==> src/rtl/core/scpr_pkg.sv <==
`default_nettype none
// ---------------------------------------------------------------------------
// Second-chance page replacement: shared definitions
// Widths, codes, controller states and the command and status bundles that
// pass between the controller and the datapath.
// ---------------------------------------------------------------------------
package scpr_pkg;

    // Default sizes for the top-level parameters.
    localparam int DEF_FRAMES = 8;
    localparam int DEF_PAGES  = 16;

    // Field widths.
    localparam int PAGE_W     = 4;
    localparam int CFG_W      = 4;
    localparam int SLOT_OUT_W = 3;
    localparam int EVICT_W    = 5;
    localparam int FAULT_W    = 16;
    localparam int S_TDATA_W  = 8;
    localparam int M_TDATA_W  = 32;

    // Configuration port.
    localparam int APB_ADDR_W = 3;
    localparam int APB_DATA_W = 32;
    localparam logic [APB_ADDR_W-3:0] REG_FRAMES_IN_USE = 1'b0;
    localparam logic [CFG_W-1:0]      CFG_FRAMES_RESET  = 4'd8;

    localparam logic [EVICT_W-1:0] EMPTY_MARK = 5'd16;
    localparam logic [FAULT_W-1:0] FAULT_MAX  = 16'hFFFF;

    typedef enum logic [3:0] {
        ST_CLEAR,
        ST_IDLE,
        ST_SRCH_RD,
        ST_SRCH_CMP,
        ST_HIT_WR,
        ST_FAULT,
        ST_SW_SLOT,
        ST_SW_REF,
        ST_SW_DECIDE,
        ST_OUT
    } scpr_state_t;

    typedef struct packed {
        logic clr_step;    // clear one reference bit after reset
        logic load_page;   // capture the incoming page
        logic cnt_clr;     // restart the resident search
        logic cnt_inc;     // next slot of the search
        logic fault_step;  // count the fault and bring the hand into range
        logic sw_rd_slot;  // read the slot under the hand
        logic sw_rd_ref;   // capture that slot's page, read its reference bit
        logic hit_wr;      // set the reference bit of a hit
        logic sw_skip;     // give the slot a second chance and move on
        logic sw_take;     // place the new page under the hand
        logic out_load;    // move the result into the output register
    } scpr_cmd_t;

    typedef struct packed {
        logic clr_done;
        logic match;
        logic cnt_last;
        logic victim;
        logic out_free;
    } scpr_sts_t;

endpackage
`default_nettype wire

==> src/rtl/core/scpr_ram.sv <==
`default_nettype none
// ---------------------------------------------------------------------------
// Generic RAM
// One write port and one read port with registered read data.
// ---------------------------------------------------------------------------
module scpr_ram #(
    parameter int WIDTH = 4,
    parameter int DEPTH = 8
) (
    input  wire logic                                   aclk,
    input  wire logic                                   we,
    input  wire logic [((DEPTH > 1) ? $clog2(DEPTH) : 1)-1:0] waddr,
    input  wire logic [WIDTH-1:0]                       wdata,
    input  wire logic [((DEPTH > 1) ? $clog2(DEPTH) : 1)-1:0] raddr,
    output logic      [WIDTH-1:0]                       rdata
);

    logic [WIDTH-1:0] mem [DEPTH];

    always_ff @(posedge aclk) begin
        if (we) begin
            mem[waddr] <= wdata;
        end
        rdata <= mem[raddr];
    end

endmodule
`default_nettype wire

==> src/rtl/core/scpr_ctrl.sv <==
`default_nettype none
// ---------------------------------------------------------------------------
// Second-chance page replacement: controller
// Sequences the clearing pass, the resident search, the clock sweep and the
// hand-over of each result word.
// ---------------------------------------------------------------------------
module scpr_ctrl
    import scpr_pkg::*;
(
    input  wire logic      aclk,
    input  wire logic      aresetn,
    input  wire logic      s_tvalid,
    output logic           s_tready,
    input  wire scpr_sts_t sts,
    output scpr_cmd_t      cmd
);

    scpr_state_t state_reg, state_next;

    always_ff @(posedge aclk) begin
        if (!aresetn) begin
            state_reg <= ST_CLEAR;
        end else begin
            state_reg <= state_next;
        end
    end

    always_comb begin
        state_next = state_reg;
        unique case (state_reg)
            ST_CLEAR: begin
                if (sts.clr_done) state_next = ST_IDLE;
            end
            ST_IDLE: begin
                if (s_tvalid) state_next = ST_SRCH_RD;
            end
            ST_SRCH_RD:  state_next = ST_SRCH_CMP;
            ST_SRCH_CMP: begin
                priority if (sts.match) begin
                    state_next = ST_HIT_WR;
                end else if (sts.cnt_last) begin
                    state_next = ST_FAULT;
                end else begin
                    state_next = ST_SRCH_RD;
                end
            end
            ST_HIT_WR:  state_next = ST_OUT;
            ST_FAULT:   state_next = ST_SW_SLOT;
            ST_SW_SLOT: state_next = ST_SW_REF;
            ST_SW_REF:  state_next = ST_SW_DECIDE;
            ST_SW_DECIDE: begin
                state_next = sts.victim ? ST_OUT : ST_SW_SLOT;
            end
            ST_OUT: begin
                if (sts.out_free) state_next = ST_IDLE;
            end
            default: state_next = ST_CLEAR;
        endcase
    end

    always_comb begin
        cmd      = '0;
        s_tready = 1'b0;
        unique case (state_reg)
            ST_CLEAR: cmd.clr_step = 1'b1;
            ST_IDLE: begin
                s_tready      = 1'b1;
                cmd.load_page = s_tvalid;
                cmd.cnt_clr   = s_tvalid;
            end
            ST_SRCH_RD: ;
            ST_SRCH_CMP: cmd.cnt_inc = !sts.match && !sts.cnt_last;
            ST_HIT_WR:   cmd.hit_wr = 1'b1;
            ST_FAULT:    cmd.fault_step = 1'b1;
            ST_SW_SLOT:  cmd.sw_rd_slot = 1'b1;
            ST_SW_REF:   cmd.sw_rd_ref = 1'b1;
            ST_SW_DECIDE: begin
                cmd.sw_take = sts.victim;
                cmd.sw_skip = !sts.victim;
            end
            ST_OUT: cmd.out_load = sts.out_free;
            default: ;
        endcase
    end

endmodule
`default_nettype wire

==> src/rtl/core/scpr_datapath.sv <==
`default_nettype none
// ---------------------------------------------------------------------------
// Second-chance page replacement: datapath
// Slot and reference-bit memories, clock hand, fault counter, result and
// output registers.
// ---------------------------------------------------------------------------
module scpr_datapath
    import scpr_pkg::*;
#(
    parameter int FRAMES = DEF_FRAMES,
    parameter int PAGES  = DEF_PAGES
) (
    input  wire logic                    aclk,
    input  wire logic                    aresetn,
    input  wire scpr_cmd_t               cmd,
    output scpr_sts_t                    sts,
    input  wire logic [CFG_W-1:0]        n_used,
    input  wire logic [PAGE_W-1:0]       s_page,
    input  wire logic                    m_tready,
    output logic                         m_tvalid,
    output logic                         m_hit,
    output logic      [SLOT_OUT_W-1:0]   m_frame_slot,
    output logic      [EVICT_W-1:0]      m_evicted_page,
    output logic      [FAULT_W-1:0]      m_fault_count
);

    localparam int SW = (FRAMES > 1) ? $clog2(FRAMES) : 1;
    localparam int PW = $clog2(PAGES);
    localparam int CW = ((SW > CFG_W) ? SW : CFG_W) + 1;
    localparam int MOD_STEPS = 8;

    // Page number modulo PAGES by repeated subtraction; the value is only
    // four bits wide, so a handful of steps always suffice.
    function automatic logic [PAGE_W-1:0] page_mod(input logic [PAGE_W-1:0] p);
        logic [PAGE_W-1:0] r;
        r = p;
        for (int k = 0; k < MOD_STEPS; k++) begin
            if (r >= PAGES) r = PAGE_W'(r - PAGES);
        end
        return r;
    endfunction

    function automatic logic [PW-1:0] ref_idx(input logic [PAGE_W-1:0] p);
        return PW'(p);
    endfunction

    logic [PAGE_W-1:0]  page_reg, page_next;
    logic [PAGE_W-1:0]  vic_reg, vic_next;
    logic [SW-1:0]      cnt_reg, cnt_next;
    logic [SW-1:0]      hand_reg, hand_next;
    logic [SW-1:0]      hand_adv;
    logic [FAULT_W-1:0] faults_reg, faults_next;
    logic [FRAMES-1:0]  valid_reg, valid_next;
    logic [PW-1:0]      clr_reg, clr_next;
    logic               res_hit_reg, res_hit_next;
    logic [SW-1:0]      res_slot_reg, res_slot_next;
    logic [EVICT_W-1:0] res_evict_reg, res_evict_next;
    logic               m_tvalid_reg, m_tvalid_next;
    logic               m_hit_reg;
    logic [SLOT_OUT_W-1:0] m_slot_reg;
    logic [EVICT_W-1:0] m_evict_reg;
    logic [FAULT_W-1:0] m_fault_reg;

    logic [PAGE_W-1:0]  slot_rdata;
    logic [SW-1:0]      slot_raddr;
    logic               ref_rdata;
    logic               ref_we;
    logic [PW-1:0]      ref_waddr;

    assign slot_raddr = cmd.sw_rd_slot ? hand_reg : cnt_reg;

    scpr_ram #(
        .WIDTH (PAGE_W),
        .DEPTH (FRAMES)
    ) u_slot_ram (
        .aclk  (aclk),
        .we    (cmd.sw_take),
        .waddr (hand_reg),
        .wdata (page_reg),
        .raddr (slot_raddr),
        .rdata (slot_rdata)
    );

    assign ref_we = cmd.clr_step | cmd.hit_wr | cmd.sw_skip;

    always_comb begin
        priority if (cmd.clr_step) begin
            ref_waddr = clr_reg;
        end else if (cmd.hit_wr) begin
            ref_waddr = ref_idx(page_reg);
        end else begin
            ref_waddr = ref_idx(vic_reg);
        end
    end

    // The reference bit of whatever page the slot memory returns is read
    // in the following cycle; only the sweep makes use of it.
    scpr_ram #(
        .WIDTH (1),
        .DEPTH (PAGES)
    ) u_ref_ram (
        .aclk  (aclk),
        .we    (ref_we),
        .waddr (ref_waddr),
        .wdata (cmd.hit_wr),
        .raddr (ref_idx(slot_rdata)),
        .rdata (ref_rdata)
    );

    assign sts.clr_done = (clr_reg == PW'(PAGES - 1));
    assign sts.match    = valid_reg[cnt_reg] && (slot_rdata == page_reg);
    assign sts.cnt_last = (CW'(cnt_reg) + CW'(1)) >= CW'(n_used);
    assign sts.victim   = !valid_reg[hand_reg] || !ref_rdata;
    assign sts.out_free = !m_tvalid_reg || m_tready;

    assign hand_adv = ((CW'(hand_reg) + CW'(1)) >= CW'(n_used)) ? '0 : SW'(hand_reg + 1'b1);

    always_comb begin
        page_next      = cmd.load_page ? page_mod(s_page) : page_reg;
        vic_next       = cmd.sw_rd_ref ? slot_rdata : vic_reg;
        clr_next       = cmd.clr_step ? PW'(clr_reg + 1'b1) : clr_reg;
        cnt_next       = cnt_reg;
        hand_next      = hand_reg;
        faults_next    = faults_reg;
        valid_next     = valid_reg;
        res_hit_next   = res_hit_reg;
        res_slot_next  = res_slot_reg;
        res_evict_next = res_evict_reg;

        if (cmd.cnt_clr) begin
            cnt_next = '0;
        end else if (cmd.cnt_inc) begin
            cnt_next = SW'(cnt_reg + 1'b1);
        end

        if (cmd.fault_step) begin
            if (faults_reg != FAULT_MAX) faults_next = faults_reg + 1'b1;
            // The hand may sit beyond the slots in use after the count shrank.
            if (CW'(hand_reg) >= CW'(n_used)) hand_next = '0;
        end

        if (cmd.sw_skip || cmd.sw_take) begin
            hand_next = hand_adv;
        end

        if (cmd.hit_wr) begin
            res_hit_next   = 1'b1;
            res_slot_next  = cnt_reg;
            res_evict_next = EMPTY_MARK;
        end

        if (cmd.sw_take) begin
            valid_next[hand_reg] = 1'b1;
            res_hit_next         = 1'b0;
            res_slot_next        = hand_reg;
            res_evict_next       = valid_reg[hand_reg] ? EVICT_W'(vic_reg) : EMPTY_MARK;
        end

        if (cmd.out_load) begin
            m_tvalid_next = 1'b1;
        end else if (m_tready) begin
            m_tvalid_next = 1'b0;
        end else begin
            m_tvalid_next = m_tvalid_reg;
        end
    end

    always_ff @(posedge aclk) begin
        if (!aresetn) begin
            clr_reg      <= '0;
            hand_reg     <= '0;
            faults_reg   <= '0;
            valid_reg    <= '0;
            m_tvalid_reg <= 1'b0;
        end else begin
            clr_reg      <= clr_next;
            hand_reg     <= hand_next;
            faults_reg   <= faults_next;
            valid_reg    <= valid_next;
            m_tvalid_reg <= m_tvalid_next;
        end
    end

    always_ff @(posedge aclk) begin
        page_reg      <= page_next;
        vic_reg       <= vic_next;
        cnt_reg       <= cnt_next;
        res_hit_reg   <= res_hit_next;
        res_slot_reg  <= res_slot_next;
        res_evict_reg <= res_evict_next;
        if (cmd.out_load) begin
            m_hit_reg   <= res_hit_reg;
            m_slot_reg  <= SLOT_OUT_W'(res_slot_reg);
            m_evict_reg <= res_evict_reg;
            m_fault_reg <= faults_reg;
        end
    end

    assign m_tvalid       = m_tvalid_reg;
    assign m_hit          = m_hit_reg;
    assign m_frame_slot   = m_slot_reg;
    assign m_evicted_page = m_evict_reg;
    assign m_fault_count  = m_fault_reg;

endmodule
`default_nettype wire

==> src/rtl/core/second_chance_page_replacement.sv <==
`default_nettype none
// ---------------------------------------------------------------------------
// Second-chance page replacement
// Clock replacement over a configurable number of frame slots, one page
// reference in and one result word out per item.
// ---------------------------------------------------------------------------
// Each accepted page reference yields exactly one result word. One reference
// is handled at a time; the next is taken once the previous result sits in
// the output register. The resident search reads the slots in use one at a
// time, through a read state and a compare state for each, and stops at the
// first hit. A fault searches all n slots in use and then runs the clock
// sweep, visiting each slot through the slot and reference-bit memories, at
// most n+1 visits. After reset a clearing pass zeroes the reference bits
// before the first reference is accepted; configuration writes are taken
// during it.
// ---------------------------------------------------------------------------
module second_chance_page_replacement
    import scpr_pkg::*;
#(
    parameter int FRAMES = DEF_FRAMES,
    parameter int PAGES  = DEF_PAGES
) (
    input  wire logic                  aclk,
    input  wire logic                  aresetn,
    // page referenced [3:0]
    input  wire logic [S_TDATA_W-1:0]  s_tdata,
    input  wire logic                  s_tvalid,
    output logic                       s_tready,
    // hit [0], frame_slot [3:1], evicted_page [8:4], fault_count [24:9]
    output logic      [M_TDATA_W-1:0]  m_tdata,
    output logic                       m_tvalid,
    input  wire logic                  m_tready,
    input  wire logic                  psel,
    input  wire logic                  penable,
    input  wire logic                  pwrite,
    input  wire logic [APB_ADDR_W-1:0] paddr,
    input  wire logic [APB_DATA_W-1:0] pwdata,
    output logic      [APB_DATA_W-1:0] prdata,
    output logic                       pready
);

    logic [CFG_W-1:0] frames_reg, frames_next;
    logic [CFG_W-1:0] n_used;
    logic             sel_frames;

    scpr_cmd_t cmd;
    scpr_sts_t sts;

    logic                  m_hit;
    logic [SLOT_OUT_W-1:0] m_frame_slot;
    logic [EVICT_W-1:0]    m_evicted_page;
    logic [FAULT_W-1:0]    m_fault_count;

    assign pready     = 1'b1;
    assign sel_frames = (paddr[APB_ADDR_W-1:2] == REG_FRAMES_IN_USE);

    always_comb begin
        frames_next = frames_reg;
        if (psel && penable && pwrite && pready && sel_frames) begin
            frames_next = pwdata[CFG_W-1:0];
        end
    end

    always_ff @(posedge aclk) begin
        if (!aresetn) begin
            frames_reg <= CFG_FRAMES_RESET;
        end else begin
            frames_reg <= frames_next;
        end
    end

    assign prdata = sel_frames ? APB_DATA_W'(frames_reg) : '0;

    // A count of zero means one slot; anything above the slot count is capped.
    always_comb begin
        priority if (frames_reg == '0) begin
            n_used = CFG_W'(1);
        end else if (frames_reg > CFG_W'(FRAMES)) begin
            n_used = CFG_W'(FRAMES);
        end else begin
            n_used = frames_reg;
        end
    end

    scpr_ctrl u_ctrl (
        .aclk     (aclk),
        .aresetn  (aresetn),
        .s_tvalid (s_tvalid),
        .s_tready (s_tready),
        .sts      (sts),
        .cmd      (cmd)
    );

    scpr_datapath #(
        .FRAMES (FRAMES),
        .PAGES  (PAGES)
    ) u_datapath (
        .aclk           (aclk),
        .aresetn        (aresetn),
        .cmd            (cmd),
        .sts            (sts),
        .n_used         (n_used),
        .s_page         (s_tdata[PAGE_W-1:0]),
        .m_tready       (m_tready),
        .m_tvalid       (m_tvalid),
        .m_hit          (m_hit),
        .m_frame_slot   (m_frame_slot),
        .m_evicted_page (m_evicted_page),
        .m_fault_count  (m_fault_count)
    );

    assign m_tdata = {
        (M_TDATA_W - 1 - SLOT_OUT_W - EVICT_W - FAULT_W)'(0),
        m_fault_count,
        m_evicted_page,
        m_frame_slot,
        m_hit
    };

`ifndef ASSERT_OFF
    // Only one reference is in flight at a time.
    a_one_in_flight: assert property (@(posedge aclk) disable iff (!aresetn)
        s_tvalid && s_tready |=> !s_tready)
        else $error("second reference accepted while one is in flight");

    // The reported slot always lies among the slots in use.
    a_slot_in_range: assert property (@(posedge aclk) disable iff (!aresetn)
        m_tvalid |-> (CFG_W'(m_frame_slot) < n_used))
        else $error("result slot outside the slots in use");

    // A hit never evicts anything.
    a_hit_no_evict: assert property (@(posedge aclk) disable iff (!aresetn)
        m_tvalid && m_hit |-> (m_evicted_page == EMPTY_MARK))
        else $error("hit reported with an evicted page");

    // A fault has always been counted by the time it is reported.
    a_fault_counted: assert property (@(posedge aclk) disable iff (!aresetn)
        m_tvalid && !m_hit |-> (m_fault_count != '0))
        else $error("fault reported with a zero fault count");
`endif

endmodule
`default_nettype wire

==> config.mk <==
export PLATFORM = sky130hd
export DESIGN_NAME = second_chance_page_replacement
export DESIGN_NICKNAME = d
export VERILOG_FILES = /design/src/rtl/core/scpr_pkg.sv /design/src/rtl/core/scpr_ram.sv /design/src/rtl/core/scpr_ctrl.sv /design/src/rtl/core/scpr_datapath.sv /design/src/rtl/core/second_chance_page_replacement.sv
export SDC_FILE = /design/constraint.sdc
export NUM_CORES = 1
export LEC_CHECK = 0
export ABC_AREA = 1
export ABC_CLOCK_PERIOD_IN_PS = 6500
export BUFFER_PORTS_ARGS = -buffer_cell sky130_fd_sc_hd__buf_2
export CORE_UTILIZATION = 55
export CTS_CLUSTER_DIAMETER = 80
export DETAILED_ROUTE_END_ITERATION = 6
export PLACE_DENSITY_LB_ADDON = 0.1
export SETUP_SLACK_MARGIN = 0.15
export SYNTH_ARGS = -nofsm -noshare
export SYNTH_HDL_FRONTEND = slang
export SYNTH_SLANG_ARGS = --single-unit
==> constraint.sdc <==
create_clock -name aclk -period 6.5 [get_ports aclk]
set_input_delay 1.3 -clock aclk [delete_from_list [all_inputs] [get_ports aclk]]
set_output_delay 1.3 -clock aclk [all_outputs]
set_load 0.05 [all_outputs]
==> out/metrics.yaml, run 1 <==
hold_viol: 0
dp.final_hpwl_um: 8906
synth_top_area_cell: "edfxtp_1"
numCtsBuffers: 17
crit_start: "paddr[2]"
synthCells: 694
worst_slew_pin_slew_ps: 1082
ys_seq_area_share_pct: 56.04
cts_resized: 0
regMostFlops: "u_datapath.u_slot_ram.mem"
path_common_cell: "buf_2"
dieArea_um2: 12290
power_frac_seq_pct: 44.9
fin_crit_sh_pct: 47.60
holdBufCountCts: 0
cts-root-buf: "clkbuf_16"
power_density_nw_per_um2: 293.4
htreeDepth: 4
io_buffers: 46
clk_latency_ps: 420
cap_violations: 0
finalInstanceArea_um2: 7360
drtAntennaViolNets: 0
whs_path_depth: 0
yosysTopAreaCellShare_pct: 40.99
antenna_found_initial: 0
setup_viol: 0
drtIter0Drc: 366
critical_path_class: "input port to primary output"
grt_pass1_vias: 4292
synthTopCellsByCount: "nand2_1 (134), edfxtp_1 (89), inv_1 (81), nor2_1 (80), dfxtp_1 (49)"
synth-main-ff-cell: "edfxtp_1"
grt_use_total_pct: 21.69
worstPathRequired_ps: 5200
clkTransAtPathRegs_ps: 60
diodes: 0
timing.hold.worst.class: "flop to flop"
ys_ff_latch: 138
grt_max_degree: 26
r2r_start: "u_datapath.hand_reg[0]$_SDFFE_PN0P_"
cts_setup_buffers: 0
crit_chain: "buf_2 -> nor2_1 -> buf_2"
min_period_ps: 3094
largest_reg_flops: 32
vias: 4655
r2r-end: "u_datapath.hand_reg[1]$_SDFFE_PN0P_"
reg2regPathDepth: 9
synth_edf_count: 89
ir_drop_v: 0.0002969
die_y_um: 110.9
endpoint_kind: "primary output"
overflow: 0
viasPerCell: 5.149
yosysMostFrequentCell: "nand2_1"
core_region_area_um2: 11470
fin_nets: 813
crit_family: "buffers and inverters"
wl_um: 12580
drcViolationCount: 0
swShare_pct: 24.16
p_sw_mw: 0.5218
reg2reg_slack_ps: 4140
synth_area_leaders: "edfxtp_1 (41%), dfxtp_1 (15%), nand2_1 (7.7%)"
cp_max_fo: 5
avgSynthCellArea_um2: 9.395
area_delta_synth_final_pct: 12.88
leakage_nw: 3.116
fin_setup_tns_ps: 0
power.share.clock_pct: 47.2
p_int_mw: 1.638
comb_power_share_pct: 7.9
cts_tree: "yes"
wl_per_cell_um: 13.92
status: "finished clean"
num_io_pins: 117
dpl-instance-area_um2: 6733
synthDistinctLibCells: 42
slowest_stage: "buf_2"
num_rows: 39
drive_above_1_share_pct: 14.98
rsz0062_at_grt: "no"
cp.depth: 3
clockBufferDepth: 2
async_flop_share_pct: 0
fill_cells: 939
fin_worst_skew_ps: 7.716
syn-cell-area_um2: 6520
die_w_um: 110.9
cp.arrival_ps: 1790
setup.worst_path.end: "prdata[0]"
cts_sinks: 138
slew_violations: 0
initial_core_util_pct: 56.86
critPathMaxStageDelay_ps: 260
grt_pass1_wl_um: 20670
start_kind: "input port"
drt_pass1_iterations: 5
max_freq_mhz: 323.2
path_buf_inv: 2
gp_congestion: 0.8951
yosys_warnings: 0
max_slew_margin_pct: 27.32
-- worst reg2reg max path: cells and delay by family (launching register included) --
family / cells / cell delay, ps
AO/OA/AOI/OAI: 3 / 590
adder cells (fa/ha/maj): 2 / 540
XOR/XNOR: 1 / 190
AND/OR/NAND/NOR: 3 / 320
flip-flops: 1 / 630
-- placed cells by master, fill, tap and decap left out, drive strengths merged --
cell,n
a211oi,3
a21o,1
a21oi,38
a31oi,2
and3,1
buf,47
bufinv,4
clkbuf,18
clkinv,3
clkinvlp,5
conb,36
dfxtp,49
edfxtp,89
ha,15
inv,94
mux2i,4
nand2,139
nand3,29
nand4,8
nor2,85
nor3,11
nor4,1
o211ai,10
o21a,3
o21ai,49
o21bai,3
o22ai,4
or2,3
xnor2,4
xor2,3
-- power by group through the flow --
stage / sequential, mW / clock, mW / combinational (mW)
floorplan: 0.977 / 0 / 0.161
global placement: 0.988 / 0 / 0.166
detailed placement: 0.988 / 0 / 0.169
CTS: 0.970 / 1.03 / 0.171
global route: 0.972 / 1.06 / 0.190
finish: 0.970 / 1.02 / 0.170
-- cells by family after synthesis --
logic type      count (synthesis)  synth area share, %
flops                         138                56.04
mux                             4               0.6141
xor+xnor                        7               0.9403
compound gates                113                10.32
other cells                     2               0.1152
simple gates                  277                18.54
buf+inv                       138                10.55
fa+ha+maj                      15                2.879
-- metrics by stage --
stage / hold slack (ps) / total power, mW / std cells / util, % / worst slack, ps
after detailed placement: 404.5 / 1.157 / 872 / 58.71 / 3402
after floorplan: 400.3 / 1.139 / 728 / - / 2269
after global placement: 406.9 / 1.154 / 872 / 58.71 / 3409
after CTS: 419.0 / 2.168 / 904 / 64.18 / 3402
after global routing: 431.5 / 2.222 / 904 / 64.18 / 3378
final: 417.8 / 2.159 / 904 / 64.18 / 3406
-- per-layer routing --
layer	GRT usage, %	up-vias	part of all wire [%]	wire [um]
met5	0	-	0	0
met4	8.889	0	1.7	216
met3	4.101	19	5.2	648
met2	34.41	144	46	5826
met1	29.37	2144	47	5890
li1	-	2348	-	-
-- layout make-up --
type	instances	area (um^2)	share of cell area [%]
clock buffers	18	429.2	5.831
clock inverters	14	197.7	2.686
inverters	92	350.3	4.760
multi-input cells	452	2312	31.42
flip-flops and latches	138	3654	49.64
well taps	143	178.9	2.431
repair buffers	47	237.7	3.230
-- how the worst min path moves through the flow --
stage,start,end,slack (ps)
3_3_place_gp,u_datapath.res_evict_reg[2]$_SDFFCE_PN0P_,u_datapath.m_evicted_page[2]$_DFFE_PP_,410
4_1_cts,u_datapath.res_evict_reg[4]$_SDFFCE_PN1P_,u_datapath.m_evicted_page[4]$_DFFE_PP_,420
2_1_floorplan,u_datapath.res_evict_reg[0]$_SDFFCE_PN0P_,u_datapath.m_evicted_page[0]$_DFFE_PP_,400
5_1_grt,u_datapath.res_slot_reg[1]$_DFFE_PP_,u_datapath.m_frame_slot[1]$_DFFE_PP_,430
3_5_place_dp,u_datapath.res_evict_reg[4]$_SDFFCE_PN1P_,u_datapath.m_evicted_page[4]$_DFFE_PP_,400
6_report,u_datapath.res_evict_reg[4]$_SDFFCE_PN1P_,u_datapath.m_evicted_page[4]$_DFFE_PP_,420
No activity file was read; power rests on OpenSTA's default activity.
==> run 2, diff against run 1 <==
Settings changed: ABC_CLOCK_PERIOD_IN_PS 6500 to 3150.
Clock period 6.5 ns to 3.15 ns, I/O delays scaled along.
==> run 2 against run 1 <==
Critical endpoint is now u_datapath.cnt_reg[1]$_SDFFE_PP0P_. Setup slack lost 2600 ps. Combinational power grew 110%. Critical path type is now flop to flop. Sequential power grew 110%. Largest cell class unchanged.
==> out/metrics.yaml, run 2 (synthesis gave the netlist of run 1 again) <==
reg2regPathDepth: 10  # +1
cts_sinks: 138  # unchanged
cp.arrival_ps: 2680  # +890 ps
fin_setup_tns_ps: 0  # unchanged
die_y_um: 110.9  # unchanged
clk_latency_ps: 430  # about the same
die_w_um: 110.9  # unchanged
ir_drop_v: 0.0003836  # +29%
viasPerCell: 5.154  # about the same
rsz0062_at_grt: "no"
overflow: 0  # unchanged
holdBufCountCts: 0  # unchanged
r2r-end: "u_datapath.cnt_reg[1]$_SDFFE_PP0P_"
drtIter0Drc: 287  # -22%
worstPathRequired_ps: 3480  # -1720 ps
crit_family: "adder cells"
htreeDepth: 4  # unchanged
fin_nets: 814  # +0.12%
initial_core_util_pct: 56.86  # unchanged
cap_violations: 0  # unchanged
crit_start: "u_datapath.cnt_reg[0]$_SDFFE_PP0P_"
r2r_start: "u_datapath.cnt_reg[0]$_SDFFE_PP0P_"
diodes: 0  # unchanged
comb_power_share_pct: 8.3  # +0.4 points
finalInstanceArea_um2: 7313  # -0.63%
critPathMaxStageDelay_ps: 480  # +220 ps
top_layer: "met4"
drive_above_1_share_pct: 15.09  # +0.11 points
dieArea_um2: 12290  # unchanged
power_frac_seq_pct: 47.3  # +2.4 points
final_cell_mix: "nand2_1 (134), edfxtp_1 (89), inv_1 (81), nor2_1 (80), dfxtp_1 (49)"
fin_crit_sh_pct: 74.37
gp_congestion: 0.8929  # -0.25%
grt_pass1_wl_um: 21330  # +3.2%
start_kind: "flop"
status: "finished clean"
clockBufferDepth: 2  # unchanged
regMostFlops: "u_datapath.u_slot_ram.mem"
antenna_found_initial: 0  # unchanged
cts_tree: "yes"
power_density_nw_per_um2: 579.1  # +97%
vias: 4664  # +0.19%
grt_use_total_pct: 22.28  # +0.59 points
wl_per_cell_um: 14.23  # +2.3%
drcViolationCount: 0  # unchanged
setup.worst_path.end: "u_datapath.cnt_reg[1]$_SDFFE_PP0P_"
worst_slew_pin_slew_ps: 689.6  # -392.2 ps
dp.final_hpwl_um: 9162  # +2.9%
num_io_pins: 117  # unchanged
wl_met2_um: 5901  # +1.3%
cts_resized: 0  # unchanged
num_rows: 39  # unchanged
crit_chain: "ha_1 -> xor2_1 -> ha_1 -> nand2_1 -> inv_1 -> o21ai_0 -> nand4_1 -> inv_1 -> nand3_1 -> a211oi_1"
swShare_pct: 25.39  # +1.2 points
path_buf_inv: 2  # unchanged
numCtsBuffers: 17  # unchanged
leakage_nw: 3.094  # -0.70%
timing.hold.worst.class: "input port to flop"
wl_um: 12880  # +2.4%
min_period_ps: 2343
fin_worst_skew_ps: 5.456  # -2.260 ps
grt_pass1_vias: 4361  # +1.6%
drt-met1-wl_um: 6169  # +4.7%
critical_path_class: "flop to flop"
max_slew_margin_pct: 53.67  # +26 points
cp.depth: 10  # +7
grt_max_degree: 26  # unchanged
dpl-instance-area_um2: 6749  # +0.24%
endpoint_kind: "flop"
area_delta_synth_final_pct: 12.17
io_buffers: 46  # unchanged
cp_max_fo: 7  # +2
routed-wl-met3_um: 594  # -8.3%
layout_commonest_cell: "nand2_1"
reg2reg_slack_ps: 810  # -3330 ps
hold_slack_ps: 381.6  # -36.28 ps
core_region_area_um2: 11470  # unchanged
hold_viol: 0  # unchanged
p_int_mw: 3.160  # +93%
cts_setup_buffers: 0  # unchanged
max_freq_mhz: 426.8
largest_reg_flops: 32  # unchanged
p_sw_mw: 1.075  # +110%
cts-root-buf: "clkbuf_16"
slowest_stage: "dfxtp_1"
drtAntennaViolNets: 0  # unchanged
drt_pass1_iterations: 5  # unchanged
slew_violations: 0  # unchanged
clkTransAtPathRegs_ps: 60  # about the same
power.share.clock_pct: 44.4  # -2.8 points
setup_viol: 0  # unchanged
[run 2: cell count changes in the layout (fill, tap and decap cells not counted)]
cell / before / now
buf_4: 1 / 2
nor4_4: 0 / 1
clkbuf_8: 0 / 1
bufinv_16: 4 / 1
nor4_2: 1 / 0
clkinv_2: 1 / 2
clkinv_4: 2 / 3
[run 2: layout make-up]
cell class | instances | area [um^2]
clock buffer | 19 | 442.9
clock inverter | 13 | 121.4
fill | 918 | 4154
inverter | 92 | 350.3
multi-input combinational | 452 | 2321
sequential | 138 | 3654
tap | 143 | 178.9
timing repair buffer | 48 | 245.2
[run 2: worst min-delay path by stage]
| stage | startpoint | endpoint | slack (ps) | cells past startpoint |
|---|---|---|---|---|
| after floorplan | u_datapath.res_evict_reg[0]$_SDFFCE_PN0P_ | u_datapath.m_evicted_page[0]$_DFFE_PP_ | 400 | 0 |
| after global placement | u_datapath.res_evict_reg[1]$_SDFFCE_PN0P_ | u_datapath.m_evicted_page[1]$_DFFE_PP_ | 410 | 0 |
| after detailed placement | u_datapath.res_evict_reg[4]$_SDFFCE_PN1P_ | u_datapath.m_evicted_page[4]$_DFFE_PP_ | 410 | 0 |
| after CTS | s_tdata[3] | u_datapath.page_reg[3]$_DFFE_PP_ | 370 | 1 |
| after global routing | s_tdata[2] | u_datapath.page_reg[2]$_DFFE_PP_ | 370 | 1 |
| final | s_tdata[2] | u_datapath.page_reg[2]$_DFFE_PP_ | 380 | 1 |
[run 2: power by group through the flow]
stage | sequential, mW | clock (mW) | combinational (mW)
3_3_place_gp | 2.04 | 0 | 0.343
6_report | 2.00 | 1.88 | 0.352
3_5_place_dp | 2.04 | 0 | 0.350
5_1_grt | 2.01 | 1.98 | 0.397
2_1_floorplan | 2.02 | 0 | 0.333
4_1_cts | 2.00 | 1.91 | 0.352
[run 2: routing by layer]
metal,up-vias,track usage [%]
met4,0,8.622
met1,2164,31.59
met3,22,4.757
met2,127,33.54
met5,-,0
li1,2351,-
[run 2: through the flow]
stage	util, %	cells	setup WS, ps	total power, mW
after global routing	63.78	905	497.6	4.384
after global placement	58.85	873	932.4	2.384
final	63.78	905	807.2	4.235
after floorplan	-	728	644.6	2.349
after detailed placement	58.85	873	818.0	2.390
after CTS	63.78	905	807.4	4.261
==> run 3, diff against run 2 <==
Settings changed: ABC_CLOCK_PERIOD_IN_PS 3150 to 2100, CORE_UTILIZATION 55 to 51.
Clock period 3.15 ns to 2.1 ns, I/O delays scaled along.
==> run 3 against run 2 <==
Fmax is 23% higher. Sequential power is 50% higher. Utilization is 1.2 points higher. Combinational power is 79% higher. Sequential share of layout area is 3.7 points lower. Critical path type unchanged.
==> out/metrics.yaml, run 3 (synthesis gave the netlist of run 1 again) <==
ir_drop_v: 0.0004941  # +29%
hold_viol: 0  # unchanged
endpoint_kind: "flop"
cp.arrival_ps: 2220  # -460 ps
dpl-instance-area_um2: 6948  # +2.9%
grt_pass1_wl_um: 20860  # -2.2%
initial_core_util_pct: 53.39  # -3.5 points
area_delta_synth_final_pct: 21.68
fin_setup_tns_ps: 0  # unchanged
crit_chain: "ha_4 -> xor2_4 -> ha_4 -> buf_4 -> nand4_1 -> nand4_1 -> inv_2 -> nand3_4 -> o21bai_1 -> a21oi_1"
drtIter0Drc: 288  # +0.35%
cp.depth: 10  # unchanged
die_y_um: 115.1  # +3.8%
largest_reg_flops: 32  # unchanged
wl_um: 13230  # +2.7%
reg2reg_slack_ps: 190  # -610 ps
crit_family: "adder cells"
drcViolationCount: 0  # unchanged
max_freq_mhz: 524.7  # +23%
drive_above_1_share_pct: 24.37  # +9.3 points
grt_use_total_pct: 21.00  # -1.3 points
fin_nets: 848  # +4.2%
io_buffers: 46  # unchanged
min_period_ps: 1906  # -437.0 ps
fin_crit_sh_pct: 90.75  # +16 points
layout_setup_ws_ps: 194.2  # -613.0 ps
htreeDepth: 4  # unchanged
cap_violations: 0  # unchanged
stdcell_count: 964  # +6.5%
multiInputGateArea_um2: 2547  # +9.8%
worstPathRequired_ps: 2410  # -1070 ps
timing.hold.worst.class: "input port to flop"
clk_latency_ps: 430  # about the same
layout_commonest_cell: "nand2_1"
dp.final_hpwl_um: 9153  # about the same
fin_worst_skew_ps: 11.26  # +5.804 ps
num_io_pins: 117  # unchanged
numCtsBuffers: 17  # unchanged
dieArea_um2: 13240  # +7.7%
cts-root-buf: "clkbuf_16"
max_slew_margin_pct: 59.03  # +5.4 points
wl_per_cell_um: 13.72  # -3.6%
clockBufferDepth: 2  # unchanged
drt_pass1_iterations: 5  # unchanged
worst_slew_pin_slew_ps: 613.9  # -75.76 ps
slew_violations: 0  # unchanged
swShare_pct: 23.96  # -1.4 points
die_w_um: 115.1  # +3.8%
cp_max_fo: 7  # unchanged
p_int_mw: 5.093  # +61%
finalInstanceArea_um2: 7934  # +8.5%
setup_viol: 0  # unchanged
p_sw_mw: 1.605  # +49%
num_rows: 40  # +2.6%
power_frac_seq_pct: 44.6  # -2.7 points
overflow: 0  # unchanged
power.share.clock_pct: 46.0  # +1.6 points
regMostFlops: "u_datapath.u_slot_ram.mem"
antenna_found_initial: 0  # unchanged
start_kind: "flop"
clkTransAtPathRegs_ps: 60  # about the same
leakage_nw: 3.289  # +6.3%
grt_max_degree: 25  # -3.8%
cts_sinks: 138  # unchanged
final_cell_mix: "nand2_1 (130), edfxtp_1 (89), nor2_1 (74), inv_1 (69), buf_2 (45)"
fill_cells: 1001  # +9.0%
regArea_um2: 3672  # +0.51%
viasPerCell: 4.994  # -3.1%
drtAntennaViolNets: 0  # unchanged
comb_power_share_pct: 9.4  # +1.1 points
diodes: 0  # unchanged
core_region_area_um2: 12210  # +6.5%
power_density_nw_per_um2: 844.3  # +46%
grt_pass1_vias: 4249  # -2.6%
whs_path_depth: 1  # unchanged
gp_congestion: 0.9049  # +1.3%
critical_path_class: "flop to flop"
dp.cells: 917  # +5.0%
vias: 4814  # +3.2%
post-place-ws_ps: 5.115  # -812.8 ps
path_buf_inv: 2  # unchanged
slowest_stage: "dfxtp_2"
status: "finished clean"
critPathMaxStageDelay_ps: 360  # -120 ps
fin_total_pwr_mw: 6.698  # +58%
rsz0062_at_grt: "yes"
reg2regPathDepth: 10  # unchanged
cts_tree: "yes"
## run 3: changes by cell type in the layout (fill, tap and decap cells not counted), sizes merged
cell	change
buf	+34
clkinvlp	-1
bufinv	+3
inv	-2
## run 3: routing by layer
layer  GRT usage (%)  routed length, um  up-vias
met5               0                  0        -
met1           28.53               6120     2211
met3           5.061                773       27
met2           32.81               6033      160
met4           7.619                302        0
li1                -                  -     2416
## run 3: repair_timing
item | 4_1_cts | 5_1_grt
setup buffers | 3 | 12
gates resized for setup | 14 | 58
hold buffers | 0 | 0
endpoints found under the setup margin | 22 | 74
pin swaps | 3 | 18
gates cloned | 0 | 0
## run 3: path summary, 6_finish.rpt
check	startpoint	end
hold reg to reg	u_datapath.res_slot_reg[0]$_DFFE_PP_	u_datapath.m_frame_slot[0]$_DFFE_PP_
setup reg to reg	u_datapath.cnt_reg[1]$_SDFFE_PP0P_	u_datapath.cnt_reg[0]$_SDFFE_PP0P_
setup / recovery	u_datapath.cnt_reg[1]$_SDFFE_PP0P_	u_datapath.cnt_reg[0]$_SDFFE_PP0P_
hold / removal	s_tdata[3]	u_datapath.page_reg[3]$_DFFE_PP_
## run 3: worst reg2reg max path: cells and delay by family (launching register included)
kind	cells	cell delay, ps
AOI/OAI and AO/OA	2	220
adders and majority gates	2	400
and+or+nand+nor	3	360
xor gates and xnor gates	1	200
buffers and inverters	2	250
DFF	1	360
## run 3: area by class of cell
class                   count  area share, %
multi-input cells         452          32.11
well taps                 168          2.649
inverters                  92          4.558
flip-flops and latches    138          46.29
repair buffers             82          6.750
clock buffers              19          5.457
clock inverters            13          2.192
## run 3: power groups by stage
stage          combinational, mW  clock, mW  sequential, mW
2_1_floorplan              0.500          0            3.02
3_3_place_gp               0.566          0            3.03
3_5_place_dp               0.572          0            3.03
4_1_cts                    0.591       3.12            2.98
5_1_grt                    0.687       3.23            2.99
6_report                   0.629       3.08            2.99
## run 3: through the flow
step           util (%)  hold WS (ps)
2_1_floorplan         -         400.3
3_3_place_gp      56.90         407.6
3_5_place_dp      56.90         404.5
4_1_cts           62.38         152.7
5_1_grt           64.97         158.8
6_report          64.97         164.4
